===== src/hw/rtl/uctc_pkg.sv =====
// uctc_pkg: shared types and constants of the commanded time clock.
// No dependencies; used by every other file of the block but uctc_ifs.
package uctc_pkg;

  localparam int unsigned QueueDepth = 4;
  localparam logic [7:0] TickDivideReset = 8'd2;

  localparam logic [7:0] ChBang = 8'h21;
  localparam logic [7:0] ChCr = 8'h0D;
  localparam logic [7:0] ChLf = 8'h0A;
  localparam logic [7:0] ChColon = 8'h3A;
  localparam logic [7:0] ChZero = 8'h30;

  localparam logic [3:0] MsgLen = 4'd10;
  localparam logic [3:0] WrongLen = 4'd15;

  typedef enum logic [1:0] {
    MODE_BYTE  = 2'd0,
    MODE_TICK  = 2'd1,
    MODE_READY = 2'd2
  } mode_t;

  // SINGLE: one char; CRLF: char then CR LF; WRONG: char then error text
  typedef enum logic [1:0] {
    REPLY_SINGLE = 2'd0,
    REPLY_CRLF   = 2'd1,
    REPLY_WRONG  = 2'd2
  } reply_kind_t;

  typedef struct packed {
    reply_kind_t kind;
    logic [7:0]  ch;
  } reply_t;

  typedef struct packed {
    logic   valid;
    reply_t data;
  } reply_push_t;

  function automatic logic [7:0] wrong_char(input logic [3:0] i);
    logic [7:0] c;
    case (i)
      4'd0:  c = 8'h57;
      4'd1:  c = 8'h72;
      4'd2:  c = 8'h6F;
      4'd3:  c = 8'h6E;
      4'd4:  c = 8'h67;
      4'd5:  c = 8'h20;
      4'd6:  c = 8'h43;
      4'd7:  c = 8'h6F;
      4'd8:  c = 8'h6D;
      4'd9:  c = 8'h6D;
      4'd10: c = 8'h61;
      4'd11: c = 8'h6E;
      4'd12: c = 8'h64;
      4'd13: c = ChCr;
      default: c = ChLf;
    endcase
    return c;
  endfunction

endpackage


===== src/hw/rtl/uctc_ifs.sv =====
// uctc_ifs: valid/ready channel interfaces of the commanded time clock.
// Depends on nothing.
interface uctc_event_if;
  logic       valid;
  logic       ready;
  logic [1:0] mode;
  logic [7:0] rx_byte;
  modport source (output valid, output mode, output rx_byte, input ready);
  modport sink (input valid, input mode, input rx_byte, output ready);
endinterface

interface uctc_char_if;
  logic       valid;
  logic       ready;
  logic [7:0] tx_char;
  logic       last;
  modport source (output valid, output tx_char, output last, input ready);
  modport sink (input valid, input tx_char, input last, output ready);
endinterface

interface uctc_cfg_if;
  logic       valid;
  logic       ready;
  logic [7:0] data;
  modport source (output valid, output data, input ready);
  modport sink (input valid, input data, output ready);
endinterface


===== src/hw/rtl/uctc_front.sv =====
// uctc_front: accepts events, keeps command, tick and time state, and
// pushes one reply descriptor per event that produces characters.
// Depends on uctc_pkg and uctc_ifs.
module uctc_front
  import uctc_pkg::*;
(
  input  logic         clk,
  input  logic         rst,
  uctc_event_if.sink   events,
  uctc_cfg_if.sink     cfg,
  output reply_push_t  push,
  input  logic         push_ready
);

  logic [7:0] tick_divide;
  logic       display_on, display_on_next;
  logic       pending, pending_next;
  logic [8:0] tick_count, tick_count_next;
  logic [5:0] seconds, seconds_next;
  logic [5:0] minutes, minutes_next;
  logic [4:0] hours, hours_next;
  logic [3:0] send_pos, send_pos_next;
  logic [2:0] cmd_len, cmd_len_next;
  logic       start_match, start_match_next;
  logic       stop_match, stop_match_next;

  logic       accept;
  logic       start_hit, stop_hit;
  logic [2:0] len_inc;
  logic [6:0] sec_inc, min_inc;
  logic [5:0] hr_inc;

  function automatic logic [7:0] start_char(input logic [2:0] i);
    logic [7:0] c;
    case (i)
      3'd0: c = 8'h53;
      3'd1: c = 8'h74;
      3'd2: c = 8'h61;
      3'd3: c = 8'h72;
      3'd4: c = 8'h74;
      default: c = ChBang;
    endcase
    return c;
  endfunction

  function automatic logic [7:0] stop_char(input logic [2:0] i);
    logic [7:0] c;
    case (i)
      3'd0: c = 8'h53;
      3'd1: c = 8'h74;
      3'd2: c = 8'h6F;
      3'd3: c = 8'h70;
      default: c = ChBang;
    endcase
    return c;
  endfunction

  function automatic logic [2:0] tens(input logic [5:0] v);
    logic [2:0] t;
    if (v >= 6'd50) t = 3'd5;
    else if (v >= 6'd40) t = 3'd4;
    else if (v >= 6'd30) t = 3'd3;
    else if (v >= 6'd20) t = 3'd2;
    else if (v >= 6'd10) t = 3'd1;
    else t = 3'd0;
    return t;
  endfunction

  function automatic logic [7:0] tens_char(input logic [5:0] v);
    return ChZero + {5'd0, tens(v)};
  endfunction

  function automatic logic [7:0] ones_char(input logic [5:0] v);
    logic [5:0] r;
    r = v - ({3'd0, tens(v)} * 6'd10);
    return ChZero + {2'd0, r};
  endfunction

  function automatic logic [7:0] msg_char(input logic [3:0] pos, input logic [4:0] hh,
                                          input logic [5:0] mm, input logic [5:0] ss);
    logic [7:0] c;
    case (pos)
      4'd1: c = tens_char({1'b0, hh});
      4'd2: c = ones_char({1'b0, hh});
      4'd3: c = ChColon;
      4'd4: c = tens_char(mm);
      4'd5: c = ones_char(mm);
      4'd6: c = ChColon;
      4'd7: c = tens_char(ss);
      4'd8: c = ones_char(ss);
      default: c = ChLf;
    endcase
    return c;
  endfunction

  assign events.ready = push_ready;
  assign cfg.ready = 1'b1;
  assign accept = events.valid && events.ready;

  assign start_hit = start_match && (cmd_len < 3'd6) && (events.rx_byte == start_char(cmd_len));
  assign stop_hit = stop_match && (cmd_len < 3'd5) && (events.rx_byte == stop_char(cmd_len));
  assign len_inc = (cmd_len < 3'd7) ? cmd_len + 3'd1 : cmd_len;
  assign sec_inc = {1'b0, seconds} + 7'd1;
  assign min_inc = {1'b0, minutes} + 7'd1;
  assign hr_inc = {1'b0, hours} + 6'd1;

  always_comb begin
    display_on_next = display_on;
    pending_next = pending;
    tick_count_next = tick_count;
    seconds_next = seconds;
    minutes_next = minutes;
    hours_next = hours;
    send_pos_next = send_pos;
    cmd_len_next = cmd_len;
    start_match_next = start_match;
    stop_match_next = stop_match;
    push.valid = 1'b0;
    push.data.kind = REPLY_SINGLE;
    push.data.ch = events.rx_byte;
    if (accept) begin
      case (events.mode)
        MODE_BYTE: begin
          push.valid = 1'b1;
          if (events.rx_byte == ChBang) begin
            cmd_len_next = 3'd0;
            start_match_next = 1'b1;
            stop_match_next = 1'b1;
            if (start_hit && len_inc == 3'd6) begin
              display_on_next = 1'b1;
              push.data.kind = REPLY_CRLF;
            end else if (stop_hit && len_inc == 3'd5) begin
              display_on_next = 1'b0;
              send_pos_next = 4'd0;
              push.data.kind = REPLY_CRLF;
            end else begin
              push.data.kind = REPLY_WRONG;
            end
          end else begin
            cmd_len_next = len_inc;
            start_match_next = start_hit;
            stop_match_next = stop_hit;
          end
        end
        MODE_TICK: begin
          if (!pending) begin
            if (tick_count >= {1'b0, tick_divide}) begin
              tick_count_next = 9'd1;
              if (display_on) begin
                pending_next = 1'b1;
                if (sec_inc >= 7'd60) begin
                  seconds_next = 6'd0;
                  if (min_inc >= 7'd60) begin
                    minutes_next = 6'd0;
                    hours_next = (hr_inc >= 6'd24) ? 5'd0 : hr_inc[4:0];
                  end else begin
                    minutes_next = min_inc[5:0];
                  end
                end else begin
                  seconds_next = sec_inc[5:0];
                end
              end else begin
                seconds_next = 6'd0;
                minutes_next = 6'd0;
                hours_next = 5'd0;
              end
            end else begin
              tick_count_next = tick_count + 9'd1;
            end
          end
        end
        MODE_READY: begin
          if (display_on && pending) begin
            if (send_pos < MsgLen) begin
              push.valid = 1'b1;
              push.data.ch = msg_char(send_pos, hours, minutes, seconds);
              send_pos_next = send_pos + 4'd1;
            end else begin
              pending_next = 1'b0;
              send_pos_next = 4'd0;
            end
          end
        end
        default: begin
        end
      endcase
    end
  end

  always_ff @(posedge clk) begin
    if (rst) begin
      tick_divide <= TickDivideReset;
      display_on <= 1'b0;
      pending <= 1'b0;
      tick_count <= 9'd0;
      seconds <= 6'd0;
      minutes <= 6'd0;
      hours <= 5'd0;
      send_pos <= 4'd0;
      cmd_len <= 3'd0;
      start_match <= 1'b1;
      stop_match <= 1'b1;
    end else begin
      if (cfg.valid) tick_divide <= cfg.data;
      display_on <= display_on_next;
      pending <= pending_next;
      tick_count <= tick_count_next;
      seconds <= seconds_next;
      minutes <= minutes_next;
      hours <= hours_next;
      send_pos <= send_pos_next;
      cmd_len <= cmd_len_next;
      start_match <= start_match_next;
      stop_match <= stop_match_next;
    end
  end

endmodule


===== src/hw/rtl/uctc_queue.sv =====
// uctc_queue: short FIFO of reply descriptors between front and back.
// Depends on uctc_pkg.
module uctc_queue
  import uctc_pkg::*;
#(
  parameter int unsigned DEPTH = QueueDepth
) (
  input  logic        clk,
  input  logic        rst,
  input  reply_push_t push,
  output logic        push_ready,
  output logic        pop_valid,
  output reply_t      pop_data,
  input  logic        pop_ready
);

  localparam int unsigned PW = (DEPTH > 1) ? $clog2(DEPTH) : 1;
  localparam int unsigned CW = $clog2(DEPTH + 1);

  reply_t         slots [DEPTH];
  logic [PW-1:0]  wr_ptr, rd_ptr;
  logic [CW-1:0]  count;
  logic           do_push, do_pop;

  function automatic logic [PW-1:0] bump(input logic [PW-1:0] p);
    return (p == PW'(DEPTH - 1)) ? '0 : p + PW'(1);
  endfunction

  assign push_ready = (count != CW'(DEPTH));
  assign pop_valid = (count != '0);
  assign pop_data = slots[rd_ptr];
  assign do_push = push.valid && push_ready;
  assign do_pop = pop_valid && pop_ready;

  always_ff @(posedge clk) begin
    if (do_push) slots[wr_ptr] <= push.data;
  end

  always_ff @(posedge clk) begin
    if (rst) begin
      wr_ptr <= '0;
      rd_ptr <= '0;
      count <= '0;
    end else begin
      if (do_push) wr_ptr <= bump(wr_ptr);
      if (do_pop) rd_ptr <= bump(rd_ptr);
      if (do_push && !do_pop) count <= count + CW'(1);
      else if (do_pop && !do_push) count <= count - CW'(1);
    end
  end

endmodule


===== src/hw/rtl/uctc_back.sv =====
// uctc_back: expands one reply descriptor into its characters, one per cycle while chars.ready is high.
// Depends on uctc_pkg and uctc_ifs.
module uctc_back
  import uctc_pkg::*;
(
  input  logic         clk,
  input  logic         rst,
  input  logic         pop_valid,
  input  reply_t       pop_data,
  output logic         pop_ready,
  uctc_char_if.source  chars
);

  logic       busy;
  reply_t     cur;
  logic [3:0] idx;
  logic [3:0] end_idx;
  logic       done;

  always_comb begin
    case (cur.kind)
      REPLY_CRLF:  end_idx = 4'd2;
      REPLY_WRONG: end_idx = WrongLen;
      default:     end_idx = 4'd0;
    endcase
  end

  always_comb begin
    if (idx == 4'd0) chars.tx_char = cur.ch;
    else if (cur.kind == REPLY_WRONG) chars.tx_char = wrong_char(idx - 4'd1);
    else if (idx == 4'd1) chars.tx_char = ChCr;
    else chars.tx_char = ChLf;
  end

  assign done = (idx == end_idx);
  assign chars.valid = busy;
  assign chars.last = done;
  assign pop_ready = !busy || (chars.ready && done);

  always_ff @(posedge clk) begin
    if (pop_valid && pop_ready) cur <= pop_data;
  end

  always_ff @(posedge clk) begin
    if (rst) begin
      busy <= 1'b0;
      idx <= 4'd0;
    end else if (pop_ready) begin
      busy <= pop_valid;
      idx <= 4'd0;
    end else if (chars.ready) begin
      idx <= idx + 4'd1;
    end
  end

endmodule


===== src/hw/rtl/uart_commanded_time_clock.sv =====
// uart_commanded_time_clock: top level of the serial-commanded time clock.
// Depends on uctc_pkg, uctc_ifs, uctc_front, uctc_queue and uctc_back.
//
// Events (received byte, timer tick, transmitter ready) enter on the events
// channel at one per cycle while the reply queue has room; every event, even
// one that makes no characters, waits while the queue is full. Characters
// leave on the chars channel at one per cycle while the sink is ready; an
// echo or a time character is one character, a recognized command three and
// a rejected one sixteen. The character serializer in the back end sets the
// output pace; the queue of QUEUE_DEPTH replies lets events keep arriving
// while a long reply drains. The cfg channel always accepts and sets the tick
// divider. No clearing pass after reset.
module uart_commanded_time_clock
  import uctc_pkg::*;
#(
  parameter int unsigned QUEUE_DEPTH = QueueDepth
) (
  input  logic        clk,
  input  logic        rst,
  uctc_event_if.sink  events,
  uctc_cfg_if.sink    cfg,
  uctc_char_if.source chars
);

  reply_push_t push;
  logic        push_ready;
  logic        pop_valid;
  reply_t      pop_data;
  logic        pop_ready;

  uctc_front u_front (
    .clk        (clk),
    .rst        (rst),
    .events     (events),
    .cfg        (cfg),
    .push       (push),
    .push_ready (push_ready)
  );

  uctc_queue #(
    .DEPTH (QUEUE_DEPTH)
  ) u_queue (
    .clk        (clk),
    .rst        (rst),
    .push       (push),
    .push_ready (push_ready),
    .pop_valid  (pop_valid),
    .pop_data   (pop_data),
    .pop_ready  (pop_ready)
  );

  uctc_back u_back (
    .clk       (clk),
    .rst       (rst),
    .pop_valid (pop_valid),
    .pop_data  (pop_data),
    .pop_ready (pop_ready),
    .chars     (chars)
  );

`ifndef SYNTHESIS
  a_push_needs_accept: assert property (@(posedge clk) disable iff (rst)
    push.valid |-> (events.valid && events.ready))
    else $error("reply pushed without an accepted item");

  a_pop_holds: assert property (@(posedge clk) disable iff (rst)
    (pop_valid && !pop_ready) |=> pop_valid)
    else $error("queued reply lost while back end busy");

  a_idle_after_reset: assert property (@(posedge clk)
    $past(rst) |-> !chars.valid)
    else $error("output valid right after reset");
`endif

endmodule


===== src/flat_wrapper.sv =====
// flat-port wrapper written by rule: the top's interface ports become plain ports
module uart_commanded_time_clock_flat import uctc_pkg::*;
#(
  parameter int unsigned QUEUE_DEPTH = QueueDepth
)
  (clk, rst, events_valid, events_mode, events_rx_byte, events_ready, cfg_valid, cfg_data, cfg_ready, chars_valid, chars_tx_char, chars_last, chars_ready);
  uctc_event_if events_i ();
  uctc_cfg_if cfg_i ();
  uctc_char_if chars_i ();
  input  logic clk;
  input  logic rst;
  input wire logic [$bits(events_i.valid)-1:0] events_valid;
  input wire logic [$bits(events_i.mode)-1:0] events_mode;
  input wire logic [$bits(events_i.rx_byte)-1:0] events_rx_byte;
  output wire logic [$bits(events_i.ready)-1:0] events_ready;
  input wire logic [$bits(cfg_i.valid)-1:0] cfg_valid;
  input wire logic [$bits(cfg_i.data)-1:0] cfg_data;
  output wire logic [$bits(cfg_i.ready)-1:0] cfg_ready;
  output wire logic [$bits(chars_i.valid)-1:0] chars_valid;
  output wire logic [$bits(chars_i.tx_char)-1:0] chars_tx_char;
  output wire logic [$bits(chars_i.last)-1:0] chars_last;
  input wire logic [$bits(chars_i.ready)-1:0] chars_ready;
  assign events_i.valid = events_valid;
  assign events_i.mode = events_mode;
  assign events_i.rx_byte = events_rx_byte;
  assign events_ready = events_i.ready;
  assign cfg_i.valid = cfg_valid;
  assign cfg_i.data = cfg_data;
  assign cfg_ready = cfg_i.ready;
  assign chars_valid = chars_i.valid;
  assign chars_tx_char = chars_i.tx_char;
  assign chars_last = chars_i.last;
  assign chars_i.ready = chars_ready;
  uart_commanded_time_clock #(.QUEUE_DEPTH(QUEUE_DEPTH)) u_core (.clk(clk), .rst(rst), .events(events_i), .cfg(cfg_i), .chars(chars_i));
endmodule

===== config.mk =====
export PLATFORM = sky130hd
export DESIGN_NAME = uart_commanded_time_clock_flat
export DESIGN_NICKNAME = d
export VERILOG_FILES = /design/src/hw/rtl/uctc_pkg.sv /design/src/hw/rtl/uctc_ifs.sv /design/src/hw/rtl/uctc_front.sv /design/src/hw/rtl/uctc_queue.sv /design/src/hw/rtl/uctc_back.sv /design/src/hw/rtl/uart_commanded_time_clock.sv /design/src/flat_wrapper.sv
export SDC_FILE = /design/constraint.sdc
export NUM_CORES = 1
export LEC_CHECK = 0
export ABC_AREA = 0
export ABC_CLOCK_PERIOD_IN_PS = 4900
export BUFFER_PORTS_ARGS = -buffer_cell sky130_fd_sc_hd__buf_2
export CORE_MARGIN = 2
export CORE_UTILIZATION = 30
export DETAILED_ROUTE_END_ITERATION = 10
export MAX_ROUTING_LAYER = met4
export PLACE_DENSITY_LB_ADDON = 0.25
export SLEW_MARGIN = 20
export SYNTH_ARGS = -nofsm -noshare
export SYNTH_HDL_FRONTEND = slang
export SYNTH_SLANG_ARGS = --single-unit

===== constraint.sdc =====
create_clock -name clk -period 4.9 [get_ports clk]
set_clock_uncertainty 0.2 [all_clocks]
set_input_delay 1.47 -clock clk [delete_from_list [all_inputs] [get_ports clk]]
set_output_delay 1.47 -clock clk [all_outputs]
set_load 0.1 [all_outputs]

==> reports/metrics.yaml <==
seq_area_um2: 2640
cp_num_cells: 9
fillers: 2489
cts_setup_buffers: 0
drive_above_1_share_pct: 11.6
yosys.area.top_type_share_pct: 21.3
initial_utilization_pct: 30.3
die_w_um: 157
path_buf_inv: 3
hold_viol: 0
cts-root-buf: "clkbuf_16"
syn_nets: 859
hpwl_mm: 12.0
reg2reg_depth: 17
hold_depth: 2
p_leak_nw: 2.82
met3_length_um: 515
layout_setup_ws_ps: 413
synth-edff-count: 50
worst_path_max_delay_cell: "ha_1"
top_layer_used: "met4"
drtIter0Drc: 300
cts.path.max_buffers: 2
tightest_slew_ps: 816
clk_pin_slew_ps: 80
wl_met1_mm: 7.53
crit_fanout: 20
cts_resized: 0
endpoint_kind: "primary output"
tns_ps: 0
synth_commonest_cells: "nor2_1 (82), a21oi_1 (59), nand2_1 (58), dfxtp_1 (57)"
yosysWarnings: 0
hp-start: "u_core.u_front.tick_divide[1]"
nets: 869
r2r_start: "u_core.u_front.minutes[1]"
path_class: "flip-flop to primary output"
drtAntennaViolNets: 0
r2r_end: "u_core.u_queue.slots[3][6]"
cellPowerDensity_nw_per_um2: 365
drv_cap: 0
ir_worst_vdd_mv: 0.302
cp.arrival_ps: 2820
grt_pass1_vias: 5276
synth.ff_latch_count: 107
rrSetupSlack_ps: 900
grt_usage_pct: 13.9
fmax_mhz: 223
die_area_um2: 24700
synthFlopType: "dfxtp_1"
pwr-share-seq_pct: 39.2
multiInputGateArea_um2: 4070
rows: 56
cts_hold_buffers: 0
place_congestion: 0.788
routed_via_density: 5.01
power.switching_mw: 1.17
relSlewSlack_pct: 45.6
outcome: "finished clean"
critPathLaunchType: "flip-flop"
synth.most_common_cell: "nor2_1"
clock_latency_ps: 360
ios: 35
fin_crit_ps: 4490
ys_seq_area_share_pct: 37.5
first_pass_iters: 5
h-tree-depth: 3
core_um2: 23300
power.internal_mw: 1.69
grt_antenna_before_repair: 1
cp_slowest_stage_delay_ps: 580
crit_chain: "inv_1, ha_1, inv_1, nand2_1, o21ai_0, o21ai_0, a22oi_1, o32ai_2, buf_2"
grt_pass1_wl_mm: 26.9
switching_share_pct: 40.8
route.detailed.drc: 0
final.period_utilization_pct: 91.6
avgSynthCellArea_um2: 9.04
wl_mm: 16.2
critPathTopFamily: "buffers and inverters"
drv_slew: 0
areaGrowthSynthToFinish_pct: 11.0
grt_start_max_net_pins: 25
setup_viol: 0
netlist_area_um2: 7050
ys_async_sr_fraction_pct: 0
wl_per_cell_um: 14.6
syn_inst: 780
cts_num_sinks: 107
min_delay_worst_endpoint: "u_core.u_front.tick_divide[1]"
met2_length_mm: 7.94
yosys.area.top_type: "edfxtp_1"
synth_cell_type_count: 78
combPwrFrac_pct: 34.5
p_clk_share_pct: 26.2
hold_path_class: "flip-flop to flip-flop"
die_h_um: 157
rsz0062_at_grt: "no"
place_ws_ps: 406
port_buffers: 33
cts_buffers: 9
grt_remaining_overflow: 0
required_ps: 3230
p_total_mw: 2.86
ys_top_cells_by_area: "edfxtp_1 (21%), dfxtp_1 (16%), ha_1 (9.4%)"
cts_tree: "built"
fin_hold_ws_ps: 295
vias: 5584
==> layer usage <==
layer  GRT usage (%)  up-vias
li1                -     2861
met4            4.03        0
met3            2.09       17
met2            22.9       95
met1            17.8     2611
met5               -        -
==> cells by family (layout without fill, tap and decap cells) <==
family / after synthesis / in the layout / synth area share [%]
AO/OA/AOI/OAI: 202 / 202 / 18.3
XOR/XNOR: 27 / 27 / 3.35
adder cells (fa/ha/maj): 56 / 56 / 10.3
buffers and inverters: 90 / 105 / 5.06
flip-flops: 107 / 107 / 37.5
multiplexers: 33 / 33 / 6.51
other: 1 / 2 / 0.0532
AND/OR/NAND/NOR: 264 / 264 / 19.0
==> area by class of cell <==
class,count,share of cell area (%)
diodes,1,0.0320
clock buffers,9,2.88
clock inverters,7,1.10
inverters,48,2.30
multi-input cells,583,52.0
flip-flops and latches,107,33.8
well taps,319,5.10
repair buffers,41,2.88
==> stage by stage <==
stage          cells  cell area, µm²  util [%]
2_1_floorplan    780            7070         -
3_3_place_gp    1098            7510      32.3
3_5_place_dp    1098            7510      32.3
4_1_cts         1114            7830      33.6
5_1_grt         1115            7830      33.7
6_report        1115            7830      33.7
==> registers in the layout, summed over array words and instances (netlist names), 2 cells and up <==
name                        count
u_core.u_front.seconds          6
u_core.u_queue.wr_ptr           2
u_core.u_front.send_pos         4
u_core.u_front.hours            5
u_core.u_front.minutes          6
u_core.u_queue.slots           40
u_core.u_front.tick_divide      8
u_core.u_queue.count            3
u_core.u_queue.rd_ptr           2
u_core.u_back.idx               4
u_core.u_front.tick_count       9
u_core.u_back.cur              10
u_core.u_front.cmd_len          3
==> worst reg2reg max path, cell delays in order, from the launching register on <==
cell and delay (ps):
dfxtp_1 530, ha_1 270, nor4bb_1 60, a21oi_1 140, nor3_1 50, a31oi_1 210
and2_1 160, ha_1 140, inv_1 60, fa_1 420, a21o_1 170, a21oi_1 160
xnor2_1 100, o22ai_1 160, a21oi_1 80, ha_1 210, or3_1 390, o21ai_0 230
==> power by group through the flow <==
stage               clock (mW)  sequential (mW)  combinational [mW]
floorplan                    0             1.12               0.827
finish                   0.750             1.12               0.988
CTS                      0.774             1.13                1.00
global placement             0             1.15               0.984
global route             0.816             1.14                1.06
detailed placement           0             1.15               0.996
==> worst max-delay path by stage <==
stage	slack, ps	endpoint	from
after floorplan	80	u_core.u_queue.count[2]	u_core.u_back.cur[8]
after global placement	470	u_core.u_queue.count[2]	events_mode[1]
after detailed placement	410	u_core.u_queue.count[2]	events_mode[1]
after CTS	380	chars_tx_char[2]	u_core.u_back.idx[0]
after global routing	90	chars_tx_char[2]	u_core.u_back.idx[0]
final	410	chars_tx_char[0]	u_core.u_back.idx[0]
==> cell usage in the layout (no fill, tap or decap), drive strengths merged, types with 10 or more instances in the layout <==
master	instances
nor2	82
a21oi	59
a31oi	12
o21ai	54
and2	11
xor2	14
nand2b	16
inv	52
edfxtp	50
nor3	15
nand3	26
nand2	58
mux4	10
mux2i	20
ha	53
buf	41
dfxtp	57
xnor2	13
No activity file was read; power rests on OpenSTA's default activity.
